$ cat src/rtl/url_signature_risk_scorer_assert.svh
// Assertion macros shared by the scorer RTL.
// Each macro expects clk and arst_n in scope.
`ifndef URL_SIGNATURE_RISK_SCORER_ASSERT_SVH
`define URL_SIGNATURE_RISK_SCORER_ASSERT_SVH

// Same-cycle implication.
`define USRS_ASSERT_NOW(lbl, ante, cons, msg) \
	lbl: assert property (@(posedge clk) disable iff (!arst_n) (ante) |-> (cons)) \
		else $error(msg);

// Next-cycle implication.
`define USRS_ASSERT_NEXT(lbl, ante, cons, msg) \
	lbl: assert property (@(posedge clk) disable iff (!arst_n) (ante) |=> (cons)) \
		else $error(msg);

`endif

$ cat src/rtl/usrs_pkg.sv
`default_nettype none
package usrs_pkg;

	// History window depth in bytes (18 .. 63)
	localparam int WINDOW_DEPTH = 18;

	typedef logic [7:0] byte_t;
	typedef logic [WINDOW_DEPTH-1:0][7:0] win_t;

	// Signature text, right-justified: byte 0 is the last character
	localparam int SIG_MAX_LEN  = 19;
	localparam int DOMAIN_COUNT = 8;
	localparam int WORD_COUNT   = 6;
	typedef logic [SIG_MAX_LEN*8-1:0] sig_text_t;
	typedef logic [4:0] sig_len_t;

	localparam sig_text_t DOMAIN_TEXT [DOMAIN_COUNT] = '{
		".xyz", ".tk", ".show", ".cf", ".ga", ".ml", ".top", ".gq"
	};
	localparam sig_len_t DOMAIN_LEN [DOMAIN_COUNT] = '{
		5'd4, 5'd3, 5'd5, 5'd3, 5'd3, 5'd3, 5'd4, 5'd3
	};
	localparam sig_text_t WORD_TEXT [WORD_COUNT] = '{
		"g00gle", "faceb00k", "amaz0n", "pay-pal", "bank-login",
		"secure-verification"
	};
	localparam sig_len_t WORD_LEN [WORD_COUNT] = '{
		5'd6, 5'd8, 5'd6, 5'd7, 5'd10, 5'd19
	};

	// Configuration register indexes
	localparam logic [1:0] CFG_DASH_LIMIT = 2'd0;
	localparam logic [1:0] CFG_CAUTION    = 2'd1;
	localparam logic [1:0] CFG_DANGER     = 2'd2;

	// Risk levels
	localparam logic [1:0] LEVEL_SAFE       = 2'd0;
	localparam logic [1:0] LEVEL_SUSPICIOUS = 2'd1;
	localparam logic [1:0] LEVEL_DANGEROUS  = 2'd2;

	// Score weights and cap
	localparam logic [4:0] W_DOMAIN = 5'd4;
	localparam logic [4:0] W_WORD   = 5'd4;
	localparam logic [4:0] W_DASH   = 5'd3;
	localparam logic [4:0] W_AT     = 5'd3;
	localparam logic [4:0] W_IP     = 5'd5;
	localparam logic [3:0] SCORE_MAX = 4'd10;

	// One result
	typedef struct packed {
		logic [3:0] score;
		logic [1:0] level;
		logic       domain;
		logic       word;
		logic       dash;
		logic       at;
		logic       ip;
	} result_t;

endpackage
`default_nettype wire

$ cat src/rtl/usrs_cell.sv
`default_nettype none
module usrs_cell (
	input  wire            clk,
	input  wire            arst_n,
	input  wire            adv,
	input  wire            flush,
	input  usrs_pkg::byte_t d,
	output usrs_pkg::byte_t q
);
	import usrs_pkg::*;

	byte_t byte_q;

	// One window slot: take the neighbor's byte, or clear at end of URL
	always_ff @(posedge clk or negedge arst_n) begin
		if (!arst_n) begin
			byte_q <= '0;
		end else if (adv) begin
			byte_q <= flush ? '0 : d;
		end
	end

	assign q = byte_q;

endmodule
`default_nettype wire

$ cat src/rtl/usrs_match.sv
`default_nettype none
module usrs_match (
	input  usrs_pkg::byte_t cur,
	input  usrs_pkg::win_t  win,
	output logic            domain_match,
	output logic            word_match
);
	import usrs_pkg::*;

	// Signature ends at the current byte; earlier bytes come from the window
	function automatic logic sig_hit(input sig_text_t text, input sig_len_t len,
			input byte_t c, input win_t w);
		logic ok;
		ok = (text[7:0] == c);
		for (int k = 1; k < SIG_MAX_LEN; k++) begin
			if (k < int'(len)) begin
				ok = ok & (text[k*8 +: 8] == w[k-1]);
			end
		end
		return ok;
	endfunction

	always_comb begin
		domain_match = 1'b0;
		for (int s = 0; s < DOMAIN_COUNT; s++) begin
			if (sig_hit(DOMAIN_TEXT[s], DOMAIN_LEN[s], cur, win)) begin
				domain_match = 1'b1;
			end
		end
	end

	always_comb begin
		word_match = 1'b0;
		for (int s = 0; s < WORD_COUNT; s++) begin
			if (sig_hit(WORD_TEXT[s], WORD_LEN[s], cur, win)) begin
				word_match = 1'b1;
			end
		end
	end

endmodule
`default_nettype wire

$ cat src/rtl/usrs_quad.sv
`default_nettype none
module usrs_quad (
	input  wire             clk,
	input  wire             arst_n,
	input  wire             adv,
	input  wire             flush,
	input  usrs_pkg::byte_t c,
	output logic            ip_now
);
	import usrs_pkg::*;

	logic [1:0] groups_q, groups_n;
	logic [2:0] run_q, run_n;
	logic       bound_q, bound_n;
	logic       seen_q, seen_n;
	logic       is_dig, is_wrd, run_ok, done_pre, done_post;

	// Character classes
	assign is_dig = (c >= "0") && (c <= "9");
	assign is_wrd = is_dig || ((c >= "A") && (c <= "Z")) ||
		((c >= "a") && (c <= "z")) || (c == "_");

	assign run_ok   = (run_q >= 3'd1) && (run_q <= 3'd3) && bound_q;
	assign done_pre = (groups_q == 2'd3) && run_ok;

	// Dotted chain tracking
	always_comb begin
		groups_n = groups_q;
		run_n    = run_q;
		bound_n  = bound_q;
		seen_n   = seen_q;
		if (is_dig) begin
			if (run_q < 3'd4) begin
				run_n = run_q + 3'd1;
			end
		end else begin
			if (!is_wrd && done_pre) begin
				seen_n = 1'b1;
			end
			if (c == ".") begin
				if (run_ok) begin
					if (groups_q != 2'd3) begin
						groups_n = groups_q + 2'd1;
					end
				end else begin
					groups_n = 2'd0;
				end
				bound_n = 1'b1;
			end else begin
				groups_n = 2'd0;
				bound_n  = !is_wrd;
			end
			run_n = 3'd0;
		end
	end

	// End of URL also closes a final run
	assign done_post = (groups_n == 2'd3) && (run_n >= 3'd1) && (run_n <= 3'd3) && bound_n;
	assign ip_now    = seen_n | done_post;

	always_ff @(posedge clk or negedge arst_n) begin
		if (!arst_n) begin
			groups_q <= 2'd0;
			run_q    <= 3'd0;
			bound_q  <= 1'b1;
			seen_q   <= 1'b0;
		end else if (adv) begin
			if (flush) begin
				groups_q <= 2'd0;
				run_q    <= 3'd0;
				bound_q  <= 1'b1;
				seen_q   <= 1'b0;
			end else begin
				groups_q <= groups_n;
				run_q    <= run_n;
				bound_q  <= bound_n;
				seen_q   <= seen_n;
			end
		end
	end

endmodule
`default_nettype wire

$ cat src/rtl/url_signature_risk_scorer.sv
// Channel  Handshake            Payload
// in       in_valid / in_stall  url_byte, last_byte
// out      out_valid/out_stall  risk_score, risk_level, domain_hit .. ip_hit
// cfg      cfg_we               cfg_index, cfg_data
//
// One byte per cycle while in_stall is low; every signature is compared
// against the cell chain in the cycle the byte arrives, so throughput is
// set by the combinational match. A URL's result is registered in out_q or
// the skid slot. Reset clears the window, the flags and loads the register
// defaults; no clearing pass. An output skid slot lets input run while a
// result is stalled; in_stall rises only when both result slots are full.
`default_nettype none
module url_signature_risk_scorer (
	input  wire        clk,
	input  wire        arst_n,
	input  wire        in_valid,
	output logic       in_stall,
	input  wire  [7:0] url_byte,
	input  wire        last_byte,
	output logic       out_valid,
	input  wire        out_stall,
	output logic [3:0] risk_score,
	output logic [1:0] risk_level,
	output logic       domain_hit,
	output logic       word_hit,
	output logic       dash_hit,
	output logic       at_hit,
	output logic       ip_hit,
	input  wire        cfg_we,
	input  wire  [1:0] cfg_index,
	input  wire  [7:0] cfg_data
);
	import usrs_pkg::*;

	logic       accept, produce;
	logic [7:0] dash_limit_q;
	logic [3:0] caution_q, danger_q;
	win_t       win;
	logic       dom_match, word_match, ip_now;
	logic       domain_q, word_q, at_q;
	logic [7:0] dash_q, dash_n;
	logic       dom_n, word_n, at_n, dash_flag;
	logic [4:0] score_raw;
	logic [3:0] score;
	result_t    res_n, out_q, skid_q;
	logic       out_valid_q, skid_valid_q;

	assign accept  = in_valid && !in_stall;
	assign produce = accept && last_byte;

	// Configuration registers
	always_ff @(posedge clk or negedge arst_n) begin
		if (!arst_n) begin
			dash_limit_q <= 8'd2;
			caution_q    <= 4'd5;
			danger_q     <= 4'd6;
		end else if (cfg_we) begin
			unique case (cfg_index)
				CFG_DASH_LIMIT: dash_limit_q <= cfg_data;
				CFG_CAUTION:    caution_q    <= cfg_data[3:0];
				CFG_DANGER:     danger_q     <= cfg_data[3:0];
				default: ;
			endcase
		end
	end

	// Byte window: chain of cells, newest byte in cell 0
	for (genvar i = 0; i < WINDOW_DEPTH; i++) begin : g_win
		byte_t cell_d;
		if (i == 0) begin : g_head
			assign cell_d = url_byte;
		end else begin : g_link
			assign cell_d = win[i-1];
		end
		usrs_cell u_cell (
			.clk    (clk),
			.arst_n (arst_n),
			.adv    (accept),
			.flush  (last_byte),
			.d      (cell_d),
			.q      (win[i])
		);
	end

	usrs_match u_match (
		.cur          (url_byte),
		.win          (win),
		.domain_match (dom_match),
		.word_match   (word_match)
	);

	usrs_quad u_quad (
		.clk    (clk),
		.arst_n (arst_n),
		.adv    (accept),
		.flush  (last_byte),
		.c      (url_byte),
		.ip_now (ip_now)
	);

	// Sticky flags including the current byte
	assign dom_n  = domain_q | dom_match;
	assign word_n = word_q | word_match;
	assign at_n   = at_q | (url_byte == "@");
	assign dash_n = ((url_byte == "-" || url_byte == "_") && dash_q != 8'hFF) ?
		dash_q + 8'd1 : dash_q;

	always_ff @(posedge clk or negedge arst_n) begin
		if (!arst_n) begin
			domain_q <= 1'b0;
			word_q   <= 1'b0;
			at_q     <= 1'b0;
			dash_q   <= 8'd0;
		end else if (accept) begin
			if (last_byte) begin
				domain_q <= 1'b0;
				word_q   <= 1'b0;
				at_q     <= 1'b0;
				dash_q   <= 8'd0;
			end else begin
				domain_q <= dom_n;
				word_q   <= word_n;
				at_q     <= at_n;
				dash_q   <= dash_n;
			end
		end
	end

	// Score and level
	assign dash_flag = dash_n > dash_limit_q;
	assign score_raw = (dom_n ? W_DOMAIN : 5'd0) + (word_n ? W_WORD : 5'd0) +
		(dash_flag ? W_DASH : 5'd0) + (at_n ? W_AT : 5'd0) + (ip_now ? W_IP : 5'd0);
	assign score = (score_raw > 5'(SCORE_MAX)) ? SCORE_MAX : score_raw[3:0];

	always_comb begin
		res_n.score  = score;
		res_n.domain = dom_n;
		res_n.word   = word_n;
		res_n.dash   = dash_flag;
		res_n.at     = at_n;
		res_n.ip     = ip_now;
		priority if (score >= danger_q) begin
			res_n.level = LEVEL_DANGEROUS;
		end else if (score >= caution_q) begin
			res_n.level = LEVEL_SUSPICIOUS;
		end else begin
			res_n.level = LEVEL_SAFE;
		end
	end

	// Output register with skid slot
	always_ff @(posedge clk or negedge arst_n) begin
		if (!arst_n) begin
			out_valid_q  <= 1'b0;
			skid_valid_q <= 1'b0;
		end else if (!out_valid_q || !out_stall) begin
			if (skid_valid_q) begin
				out_valid_q  <= 1'b1;
				skid_valid_q <= 1'b0;
			end else begin
				out_valid_q <= produce;
			end
		end else if (produce) begin
			skid_valid_q <= 1'b1;
		end
	end

	always_ff @(posedge clk) begin
		if (!out_valid_q || !out_stall) begin
			if (skid_valid_q) begin
				out_q <= skid_q;
			end else if (produce) begin
				out_q <= res_n;
			end
		end else if (produce) begin
			skid_q <= res_n;
		end
	end

	assign in_stall   = skid_valid_q;
	assign out_valid  = out_valid_q;
	assign risk_score = out_q.score;
	assign risk_level = out_q.level;
	assign domain_hit = out_q.domain;
	assign word_hit   = out_q.word;
	assign dash_hit   = out_q.dash;
	assign at_hit     = out_q.at;
	assign ip_hit     = out_q.ip;

	// Checks
`include "url_signature_risk_scorer_assert.svh"
	`USRS_ASSERT_NOW(a_skid_behind_out, skid_valid_q, out_valid_q, "skid slot full with output empty")
	`USRS_ASSERT_NEXT(a_stalled_result_parks, produce && out_valid_q && out_stall, skid_valid_q, "stalled request lost")
	`USRS_ASSERT_NEXT(a_window_cleared, produce, win == '0, "window not cleared after last byte")
	`USRS_ASSERT_NOW(a_danger_level, out_valid_q && risk_level == LEVEL_DANGEROUS, risk_score >= danger_q, "dangerous level below threshold")

endmodule
`default_nettype wire
$ cat config.mk
export PLATFORM = sky130hd
export DESIGN_NAME = url_signature_risk_scorer
export DESIGN_NICKNAME = d
export VERILOG_FILES = /design/src/rtl/usrs_pkg.sv /design/src/rtl/usrs_cell.sv /design/src/rtl/usrs_match.sv /design/src/rtl/usrs_quad.sv /design/src/rtl/url_signature_risk_scorer.sv
export VERILOG_INCLUDE_DIRS = /design/src /design/src/rtl
export SDC_FILE = /design/constraint.sdc
export NUM_CORES = 1
export LEC_CHECK = 0
export ABC_AREA = 1
export BUFFER_PORTS_ARGS = -buffer_cell sky130_fd_sc_hd__buf_4
export CAP_MARGIN = 30
export CELL_PAD_IN_SITES_DETAIL_PLACEMENT = 1
export CELL_PAD_IN_SITES_GLOBAL_PLACEMENT = 1
export CORE_ASPECT_RATIO = 0.6
export CORE_MARGIN = 1
export CORE_UTILIZATION = 30
export DETAILED_ROUTE_END_ITERATION = 16
export PLACE_DENSITY_LB_ADDON = 0.1
export SLEW_MARGIN = 0
export SYNTH_ARGS = -nofsm -noshare
export SYNTH_HDL_FRONTEND = slang
export SYNTH_SLANG_ARGS = --single-unit
$ cat constraint.sdc
create_clock -name clk -period 4.9 [get_ports clk]
set_input_delay 0.49 -clock clk [delete_from_list [all_inputs] [get_ports clk]]
set_output_delay 0.49 -clock clk [all_outputs]
set_load 0.005 [all_outputs]
==> key figures, run 1 <==
Worst setup path
  • CP max stage delay: 550 ps
  • FF-to-FF setup slack: -60 ps
  • Crit path launch type: flip-flop
  • CP Data Required Time: between 5000 and 6000 ps
  • Critical Path AT: around 5200 ps
  • Worst Setup End Kind: flip-flop
  • Worst setup path class: flip-flop to flip-flop
  • CP max-delay cell: fa_2
  • Reg2reg start: dash_q[1]$_DFFE_PN0P_
  • Reg2Reg Capture Point: risk_level[0]$_DFFE_PP_
  • Worst R2R Path Depth: 28
  • Crit path max fanout: 7

Clock network
  • Deepest clock path buffer count: 3
  • TritonCTS clock tree: built
  • Clock insertion delay at the later pin of the skew report: between 500 and 600 ps
  • CTS H-tree lvls: 1
  • TritonCTS buffer count: 23
  • Root Buffer: clkbuf_16
  • CTS Sinks: 202
  • Clock transition at path regs: ~60 ps

Outcome
  • Failing checks: negative setup slack
  • Status: finished with violations

Drt
  • Drt wl/cell: roughly 17 µm
  • DR pass1 iterations: 5
  • Post-route DRC: 0
  • Antenna Nets Post-Route: 0
  • WL final: between 20000 and 30000 µm
  • Vias per cell: around 4.7
  • Drt initial violations: roughly 550
  • Vias after detailed routing: between 8000 and 9000

Pwr
  • Clock Power Share: 0.440
  • Sw Pwr: ~1 mW
  • Gate power share: 0.099
  • VDD IR-drop max: 0.240 mV
  • Internal power: ~2.9 mW
  • Static leakage: around 5.3 nW
  • Power Dens Cells: about 330 mW/mm²
  • Flop pwr share: 0.461
  • Switching power share of the total: 0.261

STA
  • Highest clock rate: around 0.20 GHz
  • Worst Max-Slew Pin Slew: 802 ps
  • Hold Vio Cnt, Final: 0
  • Relative slew margins: 0.465
  • Sum Neg Setup Slack: -101 ps
  • Period utilization: 1.01
  • Tmin final: 4960 ps
  • Final slew viol count: 0
  • Final setup fails: 2
  • Setup Skew: approximately 14 ps
  • RSZ-0062 raised after global routing: yes
  • Final worst setup slack: -55.6 ps
  • Fin Hold WS: between 200 and 250 ps

Floorplan
  • Die area: 0.0336 mm²
  • Die X: approximately 240 µm
  • Initial Util: 0.311
  • Die Span Y: around 140 µm
  • Core area: 0.0317 mm²
  • # IOs: 37
  • Placement Rows: 50

Placed design
  • IO buf count: 36
  • DPL Wire Length: approximately 22000 µm
  • GP Congestion: 0.798

Logic synthesis
  • Syn Nets: about 1200
  • Synth top area cells: dfrtp_1 44%, o22ai_1 9.1%, nand2_1 8.7%
  • Top cell type by total area after synthesis: dfrtp_1
  • Distinct cells, synth: 36
  • Ys Warns: 0
  • Cells after synthesis: around 1200
  • Asr flop ratio synth: 0.891
  • Yosys top cell area share: 0.442
  • Sequential share of the synthesized area: 0.525
  • Flops & latches, synth: just over 200
  • Predominant post-synthesis flop cell: dfrtp_1
  • Number of synthesized flops with an enable pin: 22
  • Syn Std Cell Area: just under 0.01 mm²
  • Mean Syn Cell Area: ~8.3 µm²

Worst hold path
  • Worst hold start: cfg_data[5]
  • Worst hold path depth: 3
  • Hold EP: dash_limit_q[5]$_DFFE_PN0P_
  • Worst hold-check path type: input port to flip-flop

Global routing
  • Initial antenna violation count: 0
  • Vias in the first global route: between 8000 and 9000
  • Total GRT Usage: 0.180
  • Pin count of the biggest net entering global routing: about 120
  • Total gr overflow: 0
  • Global-route wire length before repair: around 47000 µm

Final layout
  • Share of cells above drive strength 1: 0.160
  • Nets: 1331
  • N_diodes: 0
  • Syn-to-layout area delta: 21.6%
  • Fill cells: 3732

Run
  • Max Cap Viol: 0
-- cells in the final DEF (no fill, tap or decap), types with 7 or more instances in the layout --
cell type | netlist | layout
o21ai_0 | 38 | 32
edfxtp_1 | 22 | 22
clkbuf_16 | 0 | 23
o22ai_1 | 144 | 144
dfrtp_1 | 174 | 174
nand2_2 | 8 | 13
inv_1 | 226 | 222
ha_4 | 0 | 8
buf_4 | 1 | 96
inv_2 | 6 | 7
ha_1 | 22 | 13
nand3_1 | 37 | 37
nor2_2 | 7 | 9
nor3_1 | 14 | 13
nand2_1 | 228 | 223
a21oi_1 | 17 | 12
nand4_1 | 16 | 16
nor2_1 | 152 | 149
-- sequential cells by signal, indices dropped and copies added, names as in the netlist, 2 cells and up --
name / cells
dash_q: 8
risk_level: 2
skid_q: 11
g_win.u_cell.q: 144
dash_limit_q: 8
risk_score: 4
danger_q: 4
u_quad.run_q: 3
u_quad.groups_q: 2
caution_q: 4
-- worst max path at each step --
stage                           from                 endpoint  slack, ps  cells after the start
2_1_floorplan            url_byte[7]  risk_level[0]$_DFFE_PP_        330                     29
3_3_place_gp             url_byte[7]  risk_level[1]$_DFFE_PP_       -310                     30
3_5_place_dp             url_byte[4]  risk_level[1]$_DFFE_PP_       -550                     30
4_1_cts        dash_q[0]$_DFFE_PN0P_  risk_level[0]$_DFFE_PP_         20                     28
5_1_grt        dash_q[1]$_DFFE_PN0P_  risk_level[0]$_DFFE_PP_       -260                     28
6_report       dash_q[1]$_DFFE_PN0P_  risk_level[0]$_DFFE_PP_        -60                     28
-- repair_timing --
| item | CTS | global route |
|---|---|---|
| gates resized for setup | 22 | 27 |
| cloned | 0 | 0 |
| hold buffers | 1 | 0 |
| hold endpoints to repair | 34 | 0 |
| pin swaps | 11 | 19 |
| buffers inserted | 4 | 4 |
| endpoints found under the setup margin | 4 | 4 |
-- routing by layer --
layer,wire length (µm),GRT usage,vias to the layer above
li1,-,-,4031
met1,17200,0.301,3971
met2,11000,0.231,99
met3,1060,0.0320,31
met4,420,0.0289,0
met5,0,0,-
-- cells in the mapped netlist (all sizes together) (4+ instances only) --
library cell,count
nand2,237
inv,232
dfrtp,174
nor2,161
o22ai,144
o21ai,42
nand3,37
clkbuf,24
edfxtp,22
ha,22
a21oi,17
nand4,16
nor3,14
buf,12
xor2,7
dfstp,6
fa,4
-- through the flow --
stage          instance area, µm²  total power, mW  instances  setup WS, ps   util
5_1_grt                     12000             4.08       1713          -259  0.378
3_3_place_gp                10900             2.19       1661          -310  0.345
2_1_floorplan                9860             2.02       1191           334      -
4_1_cts                     11800             3.96       1709          17.8  0.372
6_report                    12000             3.90       1713         -55.6  0.378
3_5_place_dp                11000             2.20       1663          -551  0.346
-- kinds of logic (layout without fill, tap and decap cells) --
| kind of cell | count (synthesis) | count (layout) | synth area share |
|---|---|---|---|
| buffers and inverters | 271 | 377 | 0.105 |
| XOR/XNOR | 9 | 9 | 0.00800 |
| flip-flops | 202 | 202 | 0.525 |
| adder cells (fa/ha/maj) | 26 | 26 | 0.0360 |
| AND/OR/NAND/NOR | 470 | 470 | 0.197 |
| AO/OA/AOI/OAI | 213 | 213 | 0.129 |
-- power groups by stage --
stage	Sequential, mW	Combinational, mW	Clock (mW)
global placement	1.83	0.362	0
finish	1.80	0.386	1.72
floorplan	1.82	0.200	0
global route	1.81	0.434	1.84
CTS	1.80	0.377	1.78
detailed placement	1.83	0.368	0
-- worst max-delay path, delay by kind of cell (launching register included) --
family                     cells  cell delay [ps]
and+or+nand+nor                9             1170
DFF                            1              380
buffers and inverters          4              240
AOI/OAI and AO/OA              8              950
xor gates and xnor gates       1              210
adders and majority gates      6             1740
-- final cells by class --
type	instances	area, µm²	area share
Timing Repair Buffer	101	796	0.0664
Sequential cell	202	5170	0.431
Tap cell	416	520	0.0434
Multi-Input combinational cell	718	3870	0.322
Clock inverter	9	85.1	0.00710
Clock buffer	32	659	0.0550
Inverter	235	892	0.0744
Note: power is estimated with default switching activity, not from simulation.
==> run 2: changes to the inputs <==
--- a/config.mk
+++ b/config.mk
@@ -14,6 +14,7 @@
 export CORE_ASPECT_RATIO = 0.6
 export CORE_MARGIN = 1
 export CORE_UTILIZATION = 30
+export CTS_BUF_LIST = sky130_fd_sc_hd__clkbuf_4 sky130_fd_sc_hd__clkbuf_8 sky130_fd_sc_hd__clkbuf_16
 export DETAILED_ROUTE_END_ITERATION = 16
 export PLACE_DENSITY_LB_ADDON = 0.1
 export SLEW_MARGIN = 0
==> key figures, run 2 (synthesis gave the netlist of run 1 again) <==
Outcome
  • Status: finished with violations
  • Failing checks: negative setup slack

Pwr
  • Pwr Total: 3.93 mW (+0.57%)
  • VDD IR-drop max: 0.240 mV (about the same)
  • Power Dens Cells: 327 mW/mm² (+0.45%)
  • Static leakage: 5.32 nW (+0.26%)

Drt
  • DR pass1 iterations: 5 (unchanged)
  • Drt wl/cell: 17.3 µm (about the same)
  • Vias per cell: 4.74 (-0.22%)
  • Antenna Nets Post-Route: 0 (unchanged)
  • Post-route DRC: 0 (unchanged)
  • Vias after detailed routing: 8114 (-0.22%)
  • Drt initial violations: 545 (-1.3%)
  • WL final: 29700 µm (about the same)

Final layout
  • Max reg flops: 144 (unchanged)
  • N_diodes: 0 (unchanged)
  • Nets: 1331 (unchanged)
  • Share of cells above drive strength 1: 0.163 (+0.00308)
  • Commonest non-fill, non-tap cell in the layout: nand2_1
  • Multi-input gate area: 0.00387 mm² (unchanged)
  • Highest-count cells in the layout ignoring fill and taps: 223 x nand2_1, 222 x inv_1, 174 x dfrtp_1
  • Fill cells: 3733 (+0.027%)
  • Syn-to-layout area delta: 21.8%
  • FF+latch area: 0.00517 mm² (unchanged)

STA
  • Setup Skew: 14.0 ps (-0.544 ps)
  • Final worst setup slack: -69.2 ps (-13.6 ps)
  • Fin Hold WS: 219 ps (-0.0210 ps)
  • RSZ-0062 raised after global routing: yes
  • Relative slew margins: 0.464 (-0.00101)
  • Final setup fails: 2 (unchanged)
  • Final slew viol count: 0 (unchanged)
  • Highest clock rate: 0.201 GHz (-0.27%)
  • Hold Vio Cnt, Final: 0 (unchanged)
  • Tmin final: 4970 ps (+13.6 ps)
  • Period utilization: 1.01 (+0.00277)
  • Worst Max-Slew Pin Slew: 803 ps (+1.51 ps)

Clock network
  • TritonCTS clock tree: built
  • CTS H-tree lvls: 1 (unchanged)
  • TritonCTS buffer count: 23 (unchanged)
  • Deepest clock path buffer count: 3 (unchanged)
  • CTS Sinks: 202 (unchanged)
  • Clock insertion delay at the later pin of the skew report: 520 ps (about the same)
  • Clock transition at path regs: 60 ps (about the same)
  • Root Buffer: clkbuf_16

Worst setup path
  • CP delay by family, top: adder cells
  • FF-to-FF setup slack: -70 ps (about the same)
  • CP Data Required Time: 5180 ps (about the same)
  • Worst setup path endpoint: risk_level[0]$_DFFE_PP_
  • Worst Setup End Kind: flip-flop
  • Crit path launch type: flip-flop
  • Critical Path Stages: 28 (unchanged)
  • Reg2Reg Capture Point: risk_level[0]$_DFFE_PP_
  • Crit path max fanout: 7 (unchanged)
  • Reg2reg start: dash_q[1]$_DFFE_PN0P_
  • Worst R2R Path Depth: 28 (unchanged)
  • Worst setup path class: flip-flop to flip-flop
  • CP max-delay cell: fa_2
  • Crit. Startpoint: dash_q[1]$_DFFE_PN0P_
  • CP Buf/Inv Count: 4 (unchanged)
  • Critical Path AT: 5250 ps (about the same)
  • CP max stage delay: 550 ps (about the same)

Floorplan
  • Die area: 0.0336 mm² (unchanged)
  • Initial Util: 0.311 (unchanged)
  • Die Span Y: 142 µm (unchanged)
  • Placement Rows: 50 (unchanged)
  • Core area: 0.0317 mm² (unchanged)
  • Die X: 236 µm (unchanged)
  • # IOs: 37 (unchanged)

Placed design
  • DPL Wire Length: 21600 µm (unchanged)
  • IO buf count: 36 (unchanged)
  • GP Congestion: 0.798 (unchanged)

Global routing
  • Total GRT Usage: 0.180 (unchanged)
  • Total gr overflow: 0 (unchanged)
  • Initial antenna violation count: 0 (unchanged)
  • Pin count of the biggest net entering global routing: 117 (unchanged)
  • Global-route wire length before repair: 47300 µm (unchanged)
  • Vias in the first global route: 8188 (+0.11%)

Worst hold path
  • Worst hold-check path type: input port to flip-flop

Run
  • Max Cap Viol: 0 (unchanged)
==> run 2: cell counts in the layout (fill, tap and decap cells not counted) <==
Identical to the previous run, type by type.
==> run 2: tightest hold or removal path, cell delays in order <==
cell,delay [ps]
buf_4,70
nor2_1,30
a21oi_1,100
==> run 2: what timing repair did <==
action,CTS,global route
resized for setup,22,27
hold buffers,1,0
cloned,0,0
endpoints found under the hold margin,35,0
pin swaps,11,19
buffers inserted,4,4
endpoints found under the setup margin,4,4
==> run 2: layout make-up <==
| class | instances | area share |
|---|---|---|
| flip-flops and latches | 202 | 0.431 |
| repair buffers | 101 | 0.0663 |
| inverters | 235 | 0.0743 |
| clock inverters | 9 | 0.00709 |
| multi-input cells | 718 | 0.322 |
| clock buffers | 32 | 0.0562 |
| well taps | 416 | 0.0434 |
==> run 2: worst min path at each step <==
stage	slack, ps	to	start	cells past startpoint
final	220	dash_limit_q[5]$_DFFE_PN0P_	cfg_data[5]	3
after global routing	210	dash_limit_q[7]$_DFFE_PN0P_	cfg_data[7]	3
after CTS	190	dash_limit_q[5]$_DFFE_PN0P_	cfg_data[5]	3
after detailed placement	470	g_win[17].u_cell.q[6]$_DFFE_PN0P_	g_win[17].u_cell.q[6]$_DFFE_PN0P_	2
after global placement	470	g_win[17].u_cell.q[6]$_DFFE_PN0P_	g_win[17].u_cell.q[6]$_DFFE_PN0P_	2
after floorplan	190	at_q$_DFFE_PN0P_	arst_n	0
==> run 2: power breakdown <==
part           internal [mW]  switching (mW)  total, mW
registers               1.76          0.0415       1.80
logic                  0.128           0.257      0.386
clock network           1.02           0.722       1.74
total                   2.91            1.02       3.93
==> run 2: layer usage <==
| layer | routed length (µm) | track usage | vias to the layer above |
|---|---|---|---|
| met4 | 420 | 0.0289 | 0 |
| met3 | 1130 | 0.0320 | 31 |
| met2 | 11000 | 0.231 | 97 |
| met5 | 0 | 0 | - |
| met1 | 17100 | 0.302 | 3954 |
| li1 | - | - | 4032 |
==> run 2: stage by stage <==
step	worst slack [ps]	utilization	setup TNS (ps)	area (µm²)	std cells
5_1_grt	-259	0.379	-759	12000	1713
3_3_place_gp	-310	0.345	-1030	10900	1661
6_report	-69.2	0.379	-127	12000	1713
2_1_floorplan	334	-	0	9860	1191
4_1_cts	17.8	0.373	0	11800	1709
3_5_place_dp	-551	0.346	-1900	11000	1663
==> run 3: changes to the inputs <==
--- a/config.mk
+++ b/config.mk
@@ -6,7 +6,6 @@
 export SDC_FILE = /design/constraint.sdc
 export NUM_CORES = 1
 export LEC_CHECK = 0
-export ABC_AREA = 1
 export BUFFER_PORTS_ARGS = -buffer_cell sky130_fd_sc_hd__buf_4
 export CAP_MARGIN = 30
 export CELL_PAD_IN_SITES_DETAIL_PLACEMENT = 1
==> key figures, run 3 <==
Floorplan
  • Die Span Y: 146 µm (+2.2%)
  • Die area: 0.0351 mm² (+4.5%)
  • Placement Rows: 52 (+4.0%)
  • Core area: 0.0338 mm² (+6.5%)
  • Initial Util: 0.305 (-0.00545)
  • # IOs: 37 (unchanged)
  • Die X: 241 µm (+2.3%)

Logic synthesis
  • Number of synthesized flops with an enable pin: 22 (unchanged)
  • Mean Syn Cell Area: 9.55 µm² (+15%)
  • Commonest cells in the netlist: 321 x nand2_1, 174 x dfrtp_1, 151 x nand3b_1
  • Synth Area in Adders: 0.0345 (-0.00158)
  • Flops & latches, synth: 202 (unchanged)
  • Post-Synth XOR/XNOR Area: 0.00595 (-0.00205)
  • Cells after synthesis: 1080 (-9.3%)
  • Asr flop ratio synth: 0.891 (unchanged)
  • Largest family of logic cells by synthesized area: simple AND/OR/NAND/NOR gates
  • Mux contribution to synthesized area: 0.0197 (+0.0197)
  • Most frequent cell after synthesis: nand2_1
  • Synth Area in Compound Gates: 0.0546 (-0.0747)
  • Syn Std Cell Area: 0.0103 mm² (+4.6%)
  • Synth top area cells: dfrtp_1 42%, nand2_1 12%, nand3b_1 11%
  • Yosys top cell area share: 0.422 (-0.0194)
  • Distinct cells, synth: 64 (+78%)
  • Sequential share of the synthesized area: 0.502 (-0.0230)
  • Predominant post-synthesis flop cell: dfrtp_1
  • Syn Nets: 1130 (-8.9%)
  • Top cell type by total area after synthesis: dfrtp_1
  • Ys Warns: 0 (unchanged)
  • Simple-Gate Fraction of Synth Area: 0.349 (+0.152)

Worst setup path
  • Crit path launch type: flip-flop
  • Worst Setup End Kind: flip-flop
  • Critical Path AT: 5420 ps (+170 ps)
  • Worst setup path class: flip-flop to flip-flop
  • CP Data Required Time: 5170 ps (about the same)
  • Crit path max fanout: 4 (-3)

Outcome
  • Status: finished with violations
  • Failing checks: negative setup slack

Pwr
  • VDD IR-drop max: 0.270 mV (+12%)
  • Power Dens Cells: 311 mW/mm² (-4.9%)
  • Static leakage: 6.19 nW (+16%)

Run
  • Max Cap Viol: 0 (unchanged)

Drt
  • Vias after detailed routing: 8364 (+3.1%)
  • Drt initial violations: 623 (+14%)
  • Post-route DRC: 0 (unchanged)
  • Drt wl/cell: 19.9 µm (+15%)
  • Antenna Nets Post-Route: 0 (unchanged)
  • WL final: 33300 µm (+12%)
  • Vias per cell: 5.00 (+5.6%)
  • DR pass1 iterations: 5 (unchanged)

Clock network
  • TritonCTS clock tree: built
  • CTS Hold Bufs: 0 (-1)
  • Clock transition at path regs: 60 ps (about the same)
  • Root Buffer: clkbuf_16
  • TritonCTS buffer count: 23 (unchanged)
  • CTS Sinks: 202 (unchanged)
  • Clock insertion delay at the later pin of the skew report: 530 ps (about the same)
  • CTS H-tree lvls: 1 (unchanged)
  • Deepest clock path buffer count: 3 (unchanged)

STA
  • Final setup fails: 4 (+2)
  • Setup Skew: 12.3 ps (-1.69 ps)
  • Worst Max-Slew Pin Slew: 921 ps (+118 ps)
  • Highest clock rate: 0.194 GHz (-3.4%)
  • Sum Neg Setup Slack: -837 ps (-710 ps)
  • Final worst setup slack: -246 ps (-177 ps)
  • Final slew viol count: 0 (unchanged)
  • Relative slew margins: 0.386 (-0.0786)
  • RSZ-0062 raised after global routing: yes
  • Hold Vio Cnt, Final: 0 (unchanged)
  • Period utilization: 1.05 (+0.0361)
  • Tmin final: 5150 ps (+177 ps)

Final layout
  • N_diodes: 0 (unchanged)
  • Max reg flops: 144 (unchanged)
  • Nets: 1246 (-6.4%)
  • Share of cells above drive strength 1: 0.219 (+0.0566)
  • Fill cells: 3818 (+2.3%)
  • Core Util, Final: 0.382 (+0.00326)
  • Final Non-Filler Cells: 1672 (-2.4%)
  • Syn-to-layout area delta: 25.0%
  • Commonest non-fill, non-tap cell in the layout: nand2_1
  • Highest-count cells in the layout ignoring fill and taps: 320 x nand2_1, 174 x dfrtp_1, 152 x buf_4

Global routing
  • Pin count of the biggest net entering global routing: 118 (+0.85%)
  • Initial antenna violation count: 0 (unchanged)
  • Total gr overflow: 0 (unchanged)
  • Global-route wire length before repair: 52600 µm (+11%)
  • Vias in the first global route: 8459 (+3.3%)
  • Total GRT Usage: 0.193 (+0.0138)

Placed design
  • GP Congestion: 0.861 (+7.9%)
  • Inst Count DP: 1610 (-3.2%)
  • IO buf count: 36 (unchanged)
  • Setup slack at placement: -686 ps (-135 ps)
  • DPL Wire Length: 22500 µm (+3.9%)

Worst hold path
  • Worst hold-check path type: input port to async pin
-- run 3: what timing repair did --
action | in CTS | in global routing
resized for setup | 19 | 8
setup endpoints to repair | 4 | 5
pin swaps | 28 | 13
setup buffers | 13 | 6
-- run 3: area by class of cell --
| class | instances | area, µm² | area share |
|---|---|---|---|
| Inverter | 25 | 93.8 | 0.00728 |
| Sequential cell | 202 | 5170 | 0.401 |
| Tap cell | 459 | 574 | 0.0445 |
| Timing Repair Buffer | 158 | 1240 | 0.0966 |
| Clock inverter | 6 | 66.3 | 0.00514 |
| Multi-Input combinational cell | 786 | 5040 | 0.391 |
| Clock buffer | 36 | 698 | 0.0542 |
-- run 3: stage by stage --
step | instance area, µm² | hold WS [ps] | total power, mW
floorplan | 10400 | 194 | 2.03
global placement | 11800 | 450 | 2.24
detailed placement | 11800 | 453 | 2.24
CTS | 12800 | 74.5 | 4.06
global route | 12900 | 104 | 4.18
finish | 12900 | 54.5 | 4.01
-- run 3: per-layer routing --
layer / GRT usage / up-vias / wire, µm
met5: 0 / - / 0
met4: 0.0282 / 0 / 371
met3: 0.0302 / 32 / 1350
met2: 0.229 / 130 / 11800
met1: 0.348 / 4208 / 19800
li1: - / 3994 / -
-- run 3: worst max-delay path: stages (launching register included) --
cell,delay (ps)
dfrtp_1,370
and3_4,190
and3_4,200
a311oi_4,340
buf_4,190
nand3_4,70
xnor2_2,140
ha_1,300
nand4_1,150
buf_4,180
nor2_2,150
a21oi_4,80
fa_2,390
ha_4,170
inv_2,50
fa_2,470
buf_4,160
o311ai_4,280
ha_1,310
a21oi_2,140
nor2b_1,50
o21ai_1,130
nand2b_1,100
mux2_4,260
-- run 3: kinds of logic after synthesis --
logic type / count (synthesis)
and+or+nand+nor: 651
DFF: 202
buffers and inverters: 92
AOI/OAI and AO/OA: 84
adders and majority gates: 26
muxes: 18
xor gates and xnor gates: 7
-- run 3: path summary, 6_finish.rpt --
kind / to / start / slack [ps] / cells after the start
max: risk_level[1]$_DFFE_PP_ / dash_q[5]$_DFFE_PN0P_ / -250 / 23
max in group asynchronous: dash_q[4]$_DFFE_PN0P_ / arst_n / 3670 / 2
min reg2reg: g_win[17].u_cell.q[5]$_DFFE_PN0P_ / g_win[17].u_cell.q[5]$_DFFE_PN0P_ / 470 / 2
min in group clk: dash_limit_q[7]$_DFFE_PN0P_ / cfg_data[7] / 160 / 3
max reg2reg: risk_level[1]$_DFFE_PP_ / dash_q[5]$_DFFE_PN0P_ / -250 / 23
min: g_win[17].u_cell.q[7]$_DFFE_PN0P_ / arst_n / 50 / 1
-- run 3: power by group --
group	internal (mW)	switching, mW	leakage (nW)	total (mW)
registers	1.76	0.0497	2.66	1.81
logic	0.176	0.256	3.13	0.432
clock network	1.04	0.732	0.388	1.77
total	2.97	1.04	6.19	4.01
